`src/assert_macros.svh`:
```
// ----------------------------------------------------------------------------
// assert_macros.svh
// Assertion helpers shared by the checker RTL. Expect clk and rst in scope.
// ----------------------------------------------------------------------------
`ifndef ASSERT_MACROS_SVH
`define ASSERT_MACROS_SVH

// Property checked outside reset
`define CHK_ASSERT(name, prop, msg) \
  name: assert property (@(posedge clk) disable iff (rst) (prop)) else $error(msg);

// Property checked on every edge, reset included
`define CHK_ASSERT_ALWAYS(name, prop, msg) \
  name: assert property (@(posedge clk) (prop)) else $error(msg);

`endif

```
`src/mchk_pkg.sv`:
```
// ----------------------------------------------------------------------------
// mchk_pkg
// Types and constants for the memory access checker with stack mark.
// ----------------------------------------------------------------------------
`default_nettype none

package mchk_pkg;

  localparam logic [37:0] ADDR_MAX  = 38'h3f_ffff_ffff;
  localparam logic [31:0] MARK_MASK = 32'hffff_fff0;

  // Configuration register indexes
  localparam logic [1:0] CFG_MIN_ADDRESS = 2'd0;
  localparam logic [1:0] CFG_MAX_ADDRESS = 2'd1;
  localparam logic [1:0] CFG_STACK_BASE  = 2'd2;

  typedef enum logic [1:0] {
    MODE_LOAD       = 2'd0,
    MODE_STORE      = 2'd1,
    MODE_MARK_WRITE = 2'd2,
    MODE_UNUSED     = 2'd3
  } mode_t;

  typedef enum logic [2:0] {
    FAULT_NONE             = 3'd0,
    FAULT_LOAD_MISALIGNED  = 3'd1,
    FAULT_LOAD_ACCESS      = 3'd2,
    FAULT_STORE_MISALIGNED = 3'd3,
    FAULT_STORE_ACCESS     = 3'd4
  } fault_t;

  typedef struct packed {
    logic [37:0] min_address;
    logic [37:0] max_address;
    logic [31:0] stack_base;
  } cfg_t;

  typedef struct packed {
    mode_t       mode;
    logic [37:0] address;
    logic [1:0]  access_size_log2;
    logic [31:0] instruction_address;
  } item_t;

  typedef struct packed {
    fault_t      fault_code;
    logic        forward;
    logic [37:0] tval;
    logic [31:0] fault_pc;
    logic [31:0] mark_now;
  } res_t;

endpackage

`default_nettype wire

```
`src/mchk_cfg.sv`:
```
// ----------------------------------------------------------------------------
// mchk_cfg
// Configuration registers: address window and stack base, with clamping.
// ----------------------------------------------------------------------------
`default_nettype none

module mchk_cfg (
  input  logic               clk,
  input  logic               rst,
  input  logic               cfg_wen,
  input  logic [1:0]         cfg_index,
  input  logic [37:0]        cfg_data,
  output mchk_pkg::cfg_t     cfg
);
  import mchk_pkg::*;

  logic [37:0] min_address;
  logic [37:0] max_address;
  logic [31:0] stack_base;
  logic [37:0] min_address_next;

  // min is clamped to the current max; max needs no clamp at 38 bits
  assign min_address_next = (cfg_data < max_address) ? cfg_data : max_address;

  always_ff @(posedge clk) begin
    if (rst) begin
      min_address <= '0;
      max_address <= ADDR_MAX;
      stack_base  <= '0;
    end else if (cfg_wen) begin
      case (cfg_index)
        CFG_MIN_ADDRESS: min_address <= min_address_next;
        CFG_MAX_ADDRESS: max_address <= cfg_data;
        CFG_STACK_BASE:  stack_base  <= cfg_data[31:0] & MARK_MASK;
        default: ;
      endcase
    end
  end

  assign cfg.min_address = min_address;
  assign cfg.max_address = max_address;
  assign cfg.stack_base  = stack_base;

endmodule

`default_nettype wire

```
`src/mchk_eval.sv`:
```
// ----------------------------------------------------------------------------
// mchk_eval
// Alignment and window checks, fault reporting and mark update for one item.
// ----------------------------------------------------------------------------
`default_nettype none

module mchk_eval (
  input  mchk_pkg::item_t item,
  input  mchk_pkg::cfg_t  cfg,
  input  logic [31:0]     mark,
  output mchk_pkg::res_t  res,
  output logic [31:0]     mark_next
);
  import mchk_pkg::*;

  logic        is_access;
  logic        is_store;
  logic        misaligned;
  logic        outside;
  logic [31:0] a32;
  logic        in_stack;

  assign is_access = (item.mode == MODE_LOAD) || (item.mode == MODE_STORE);
  assign is_store  = (item.mode == MODE_STORE);
  assign a32       = item.address[31:0];

  // low address bits that must be zero for the access size
  always_comb begin
    case (item.access_size_log2)
      2'd0:    misaligned = 1'b0;
      2'd1:    misaligned = item.address[0];
      2'd2:    misaligned = |item.address[1:0];
      2'd3:    misaligned = |item.address[2:0];
      default: misaligned = 1'b0;
    endcase
  end

  assign outside  = (item.address < cfg.min_address) || (item.address > cfg.max_address);
  assign in_stack = (a32 >= cfg.stack_base) && (a32 < mark);

  // fault priority: misaligned, then window; trap value and pc only on a fault
  always_comb begin
    res.fault_code = FAULT_NONE;
    res.forward    = 1'b0;
    res.tval       = '0;
    res.fault_pc   = '0;
    mark_next      = mark;
    if (is_access) begin
      if (misaligned) begin
        res.fault_code = is_store ? FAULT_STORE_MISALIGNED : FAULT_LOAD_MISALIGNED;
      end else if (outside) begin
        res.fault_code = is_store ? FAULT_STORE_ACCESS : FAULT_LOAD_ACCESS;
      end else begin
        res.forward = 1'b1;
        if (is_store && in_stack) begin
          mark_next = a32 & MARK_MASK;
        end
      end
    end else if (item.mode == MODE_MARK_WRITE) begin
      mark_next = a32 & MARK_MASK;
    end
    if (res.fault_code != FAULT_NONE) begin
      res.tval     = item.address;
      res.fault_pc = item.instruction_address;
    end
    res.mark_now = mark_next;
  end

endmodule

`default_nettype wire

```
`src/memory_access_checker_stack_hwm.sv`:
```
// Path: an accepted item is held in the input stage register, then evaluated and
//   registered in the result register once that register is free or drained.
// Throughput: one item per cycle while results are taken; the mark register is updated
//   as an item enters the result register, so the next item sees it at once.
// Reset: clears both valid flags and the mark, window to the full range, stack base zero.
// ----------------------------------------------------------------------------
// memory_access_checker_stack_hwm
// Scalar load/store access checker with stack high-water mark tracking.
// ----------------------------------------------------------------------------
`default_nettype none

`include "assert_macros.svh"

module memory_access_checker_stack_hwm (
  input  logic        clk,
  input  logic        rst,
  // configuration
  input  logic        cfg_wen,
  input  logic [1:0]  cfg_index,
  input  logic [37:0] cfg_data,
  // input items
  input  logic        in_valid,
  output logic        in_ready,
  input  logic [1:0]  mode,
  input  logic [37:0] address,
  input  logic [1:0]  access_size_log2,
  input  logic [31:0] instruction_address,
  // result items
  output logic        out_valid,
  input  logic        out_ready,
  output logic [2:0]  fault_code,
  output logic        forward,
  output logic [37:0] tval,
  output logic [31:0] fault_pc,
  output logic [31:0] mark_now
);
  import mchk_pkg::*;

  cfg_t        cfg;
  logic        s1_valid;
  item_t       s1_item;
  logic        s1_advance;
  logic [31:0] mark;
  logic [31:0] mark_next;
  res_t        res_next;
  res_t        res;

  mchk_cfg u_cfg (
    .clk       (clk),
    .rst       (rst),
    .cfg_wen   (cfg_wen),
    .cfg_index (cfg_index),
    .cfg_data  (cfg_data),
    .cfg       (cfg)
  );

  mchk_eval u_eval (
    .item      (s1_item),
    .cfg       (cfg),
    .mark      (mark),
    .res       (res_next),
    .mark_next (mark_next)
  );

  // handshake: input stage moves on when the result register is free or drained
  assign s1_advance = s1_valid && (!out_valid || out_ready);
  assign in_ready   = !s1_valid || s1_advance;

  // control state
  always_ff @(posedge clk) begin
    if (rst) begin
      s1_valid  <= 1'b0;
      out_valid <= 1'b0;
      mark      <= '0;
    end else begin
      if (in_ready) begin
        s1_valid <= in_valid;
      end
      if (s1_advance) begin
        out_valid <= 1'b1;
        mark      <= mark_next;
      end else if (out_ready) begin
        out_valid <= 1'b0;
      end
    end
  end

  // payload registers
  always_ff @(posedge clk) begin
    if (in_valid && in_ready) begin
      s1_item.mode                <= mode_t'(mode);
      s1_item.address             <= address;
      s1_item.access_size_log2    <= access_size_log2;
      s1_item.instruction_address <= instruction_address;
    end
    if (s1_advance) begin
      res <= res_next;
    end
  end

  assign fault_code = res.fault_code;
  assign forward    = res.forward;
  assign tval       = res.tval;
  assign fault_pc   = res.fault_pc;
  assign mark_now   = res.mark_now;

  // checks
  `CHK_ASSERT(a_mark_granule, mark[3:0] == 4'd0, "mark not 16-byte aligned")
  `CHK_ASSERT(a_fwd_no_fault, out_valid && forward |-> res.fault_code == FAULT_NONE,
              "forwarded item carries a fault")
  `CHK_ASSERT(a_clean_zero,
              out_valid && res.fault_code == FAULT_NONE |-> tval == '0 && fault_pc == '0,
              "trap info without fault")
  `CHK_ASSERT(a_mark_moves, !$stable(mark) |-> $past(rst) || $past(s1_advance),
              "mark changed without an item")
  `CHK_ASSERT(a_result_mark, $past(s1_advance) |-> mark_now == mark,
              "result mark differs from mark register")

endmodule

`default_nettype wire

```
`config.mk`:
```
export PLATFORM = sky130hd
export DESIGN_NAME = memory_access_checker_stack_hwm
export DESIGN_NICKNAME = d
export VERILOG_FILES = /design/src/mchk_pkg.sv /design/src/mchk_cfg.sv /design/src/mchk_eval.sv /design/src/memory_access_checker_stack_hwm.sv
export VERILOG_INCLUDE_DIRS = /design/src /design/src/src
export SDC_FILE = /design/constraint.sdc
export NUM_CORES = 1
export LEC_CHECK = 0
export BUFFER_PORTS_ARGS = -buffer_cell sky130_fd_sc_hd__buf_2
export CELL_PAD_IN_SITES_DETAIL_PLACEMENT = 1
export CELL_PAD_IN_SITES_GLOBAL_PLACEMENT = 1
export CORE_UTILIZATION = 25
export DETAILED_ROUTE_END_ITERATION = 12
export GPL_TIMING_DRIVEN = 0
export HOLD_SLACK_MARGIN = 0.03
export MAX_ROUTING_LAYER = met4
export PLACE_DENSITY = 0.55
export SKIP_LAST_GASP = 1
export SLEW_MARGIN = 10
export SYNTH_ARGS = -nofsm -noshare
export SYNTH_HDL_FRONTEND = slang
export SYNTH_SLANG_ARGS = --single-unit
```
`constraint.sdc`:
```
create_clock -name clk -period 17.3 [get_ports clk]
set_input_delay 0.865 -clock clk [delete_from_list [all_inputs] [get_ports clk]]
set_output_delay 0.865 -clock clk [all_outputs]
set_load 0.01 [all_outputs]
```
==> summary.txt <==
Power and ir drop
  – Clk pwr share: 43.4%
  – Switching Share: 26.1%
  – Net switching power: 501 uW
  – Flop pwr share: 45.3%
  – Internal: 1.42 mW
  – IR drop worst, VDD: 0.0471 mV
  – Power per cell area: 98.0 mW/mm^2
  – Combinational Power Share: 11.3%
  – P_leak: 7.93 nW

Timing
  – Final Hold Fails: 0
  – Period utilisation layout: 22.1%
  – Unrepaired setup endpoints after global routing: false
  – Finish-stage setup viols: 0
  – Fmax: 0.261 GHz
  – Post-layout minimum cycle time: 3.83 ns
  – Final setup TNS: 0 ns
  – Least-Margin Pin Slew: 1.10 ns
  – Worst Skew: 0.0142 ns
  – Slew Limit Fails: 0
  – Slew headroom: 26.1%

CTS
  – H-tree depth: 2
  – Skew-Pair Late Insertion Delay: 0.56 ns
  – Clk root buf: clkbuf_16
  – CTS buffer count: 39
  – Post-CTS sizing: 0
  – Post-CTS setup buffer count: 0
  – CTS clk-pin slew, worst paths: 0.06 ns
  – Cts hold-fix bufs: 0
  – Buffer depth of the longest clock path: 3
  – CTS tree: built
  – Clock sinks: 318

Yosys
  – Largest area contributor in the netlist: edfxtp_1
  – Syn Area/Cell: 10.7 sq um
  – Syn_nets: 1781
  – Yosys reg bits: 318
  – Post-synthesis cell count: 1491
  – Sequential share of the synthesized area: 51.0%
  – Async S/R FF share, synth: 0%
  – Unique masters post-synth: 58
  – Synth area leaders: edfxtp_1, dfxtp_1, ha_1, inv_1, and2_1
  – Number of warnings issued by yosys: 0
  – Post-synth EDFFs: 180
  – Top FF cell, synth: edfxtp_1
  – Synth top area share: 33.8%
  – Post-synthesis cell area: 0.0160 sq mm

Global routing
  – Global-route wire length before repair: 75.7 mm
  – Total Routing Usage GR: 16.1%
  – Largest net degree at the start of global routing: 55
  – Vias in the first global route: 12.7k
  – GR Overflow Total: 0
  – Initial antenna violation count: 10

Status
  – Status: completed

Floorplanning
  – Full die area: 0.0650 sq mm
  – Row count: 92
  – Ports: 227
  – Die H: 255 um
  – Chip width: 255 um
  – Area of the core: 0.0632 sq mm
  – Initial Util: 25.3%

Drt
  – DRT antenna net count: 0
  – Via density: 4.56
  – Final WL: 51.4 mm
  – DRC Markers: 0
  – Iteration-0 DRC Markers: 451
  – Pre-antenna DRT Iters: 4
  – Routed wire per std cell: 19.4 um
  – Via Count: 12.1k

Setup path
  – Crit-path max FO: 10
  – CP Data Required Time: 17.71 ns
  – Worst reg2reg endpoint: tval[3]$_SDFFCE_PN0P_
  – Max incr delay on CP: 0.68 ns
  – Crit Path Class: reg2reg
  – Crit path top cell by count: a21oi_2
  – Arrival @ worst endpoint: 4.24 ns
  – Setup slack, reg-to-reg: 13.47 ns
  – Reg2reg start: s1_item[41]$_DFFE_PP_
  – Critical path cell sequence: ha_1 -> a21oi_1 -> nor2_1 -> a211oi_1 -> o21ai_0 -> o31ai_2 -> a21oi_2 -> a21oi_2 -> clkbuf_1 -> and2_1
  – Critical-path top delay cell: a21oi_2
  – Startpoint type of the worst setup path: register
  – Setup crit end kind: register
  – Worst R2R Path Depth: 10

Min path
  – Worst Hold Depth: 2
  – Worst hold path endpoint: u_cfg.stack_base[22]$_SDFFE_PP0P_
  – Hold Crit Class: reg2reg
  – Hold Path Origin: u_cfg.stack_base[22]$_SDFFE_PP0P_

Place
  – Final HPWL DP: 39.9 mm
  – GP Congestion: 0.835
  – Port bufs: 225
  – DP Area: 0.0183 sq mm
  – Dpl cells: 2566

Cells and area
  – Final core utilization: 31.0%
  – # nets final: 2051
  – Share of layout cells above drive strength 1: 17.9%
  – Syn-to-layout area delta: 22.5%
  – Most frequent cells in the layout: buf_2, edfxtp_1, ha_1
  – Non-filler cells, final: 2648
  – Post-route cell area: 0.0196 sq mm
  – Commonest non-fill, non-tap cell in the layout: buf_2
  – Fill count: 7174

Job
  – Max-cap violation count: 0
cells by family (layout without fill, tap and decap cells):
kind of cell | after synthesis | count (layout) | synth area share (%)
and+or+nand+nor | 441 | 441 | 14.0
DFF | 318 | 318 | 51.0
AOI/OAI and AO/OA | 294 | 294 | 12.6
buffers and inverters | 210 | 511 | 5.23
adders and majority gates | 171 | 171 | 13.4
muxes | 57 | 57 | 3.78
other | 0 | 10 | 0
cells in the mapped netlist, drive strengths merged, types with 7 or more instances:
library cell and n:
dfxtp 138, and2 76, a21o 29, o21ai 64
nand3 49, clkbuf 59, nor3 8, mux2i 30
nor2b 7, edfxtp 180, a21oi 81, a311oi 39
nor2 104, nand4 25, a211oi 7, inv 141
mux2 27, nand2 91, buf 10, nand2b 59
ha 171, a211o 39
cell type report:
type,instances,area (sq um),share of cell area (%)
inverters,141,529,2.70
plain buffers,69,308,1.57
diodes,10,25.0,0.128
flip-flops and latches,318,8170,41.7
clock buffers,46,1030,5.27
clock inverters,26,249,1.27
well taps,846,1060,5.40
multi-input cells,963,7010,35.8
repair buffers,229,1210,6.19
per-stage QoR:
| stage | hold slack, ns | setup slack [ns] | power [mW] |
|---|---|---|---|
| floorplan | 0.436 | 10.10 | 1.01 |
| global placement | 0.448 | 7.16 | 1.10 |
| detailed placement | 0.449 | 13.30 | 1.11 |
| CTS | 0.430 | 13.26 | 1.95 |
| global route | 0.439 | 13.23 | 2.01 |
| finish | 0.455 | 13.47 | 1.92 |
registers in the layout, summed over array words and instances (netlist names):
name               count
fault_code             3
s1_item               74
u_cfg.stack_base      28
mark_now              32
u_cfg.min_address     38
u_cfg.max_address     38
out_valid              1
mark                  32
fault_pc              32
s1_valid               1
forward                1
tval                  38
critical path, delay by kind of cell, from the launching register on:
| family | cells | cell delay (ns) |
|---|---|---|
| and+or+nand+nor | 2 | 0.29 |
| adders and majority gates | 1 | 0.39 |
| buffers and inverters | 1 | 0.47 |
| AOI/OAI and AO/OA | 6 | 1.91 |
| DFF | 1 | 0.61 |
routing by layer:
| layer | GRT usage [%] | vias up | part of all wire, % |
|---|---|---|---|
| met3 | 3.12 | 65 | 4.1 |
| li1 | - | 5901 | - |
| met4 | 4.69 | 0 | 2.2 |
| met5 | - | - | 0 |
| met2 | 27.8 | 193 | 50 |
| met1 | 18.9 | 5920 | 44 |
worst max-delay path by stage:
| stage | startpoint | endpoint | slack, ns | depth (start not counted) |
|---|---|---|---|---|
| finish | s1_item[41]$_DFFE_PP_ | tval[3]$_SDFFCE_PN0P_ | 13.47 | 10 |
| global route | s1_item[41]$_DFFE_PP_ | tval[4]$_SDFFCE_PN0P_ | 13.23 | 10 |
| CTS | s1_item[41]$_DFFE_PP_ | tval[4]$_SDFFCE_PN0P_ | 13.26 | 10 |
| detailed placement | cfg_data[23] | u_cfg.min_address[36]$_SDFFE_PP0P_ | 13.30 | 12 |
| global placement | out_ready | mark[29]$_SDFFE_PP0P_ | 7.16 | 7 |
| floorplan | out_ready | mark[25]$_SDFFE_PP0P_ | 10.10 | 6 |
power groups by stage:
| stage | clock network (mW) | registers, mW | logic (mW) |
|---|---|---|---|
| 2_1_floorplan | 0 | 0.882 | 0.126 |
| 3_3_place_gp | 0 | 0.890 | 0.209 |
| 3_5_place_dp | 0 | 0.887 | 0.221 |
| 4_1_cts | 0.861 | 0.871 | 0.222 |
| 5_1_grt | 0.887 | 0.874 | 0.246 |
| 6_report | 0.833 | 0.870 | 0.218 |
(Power assumes the default switching activity.)
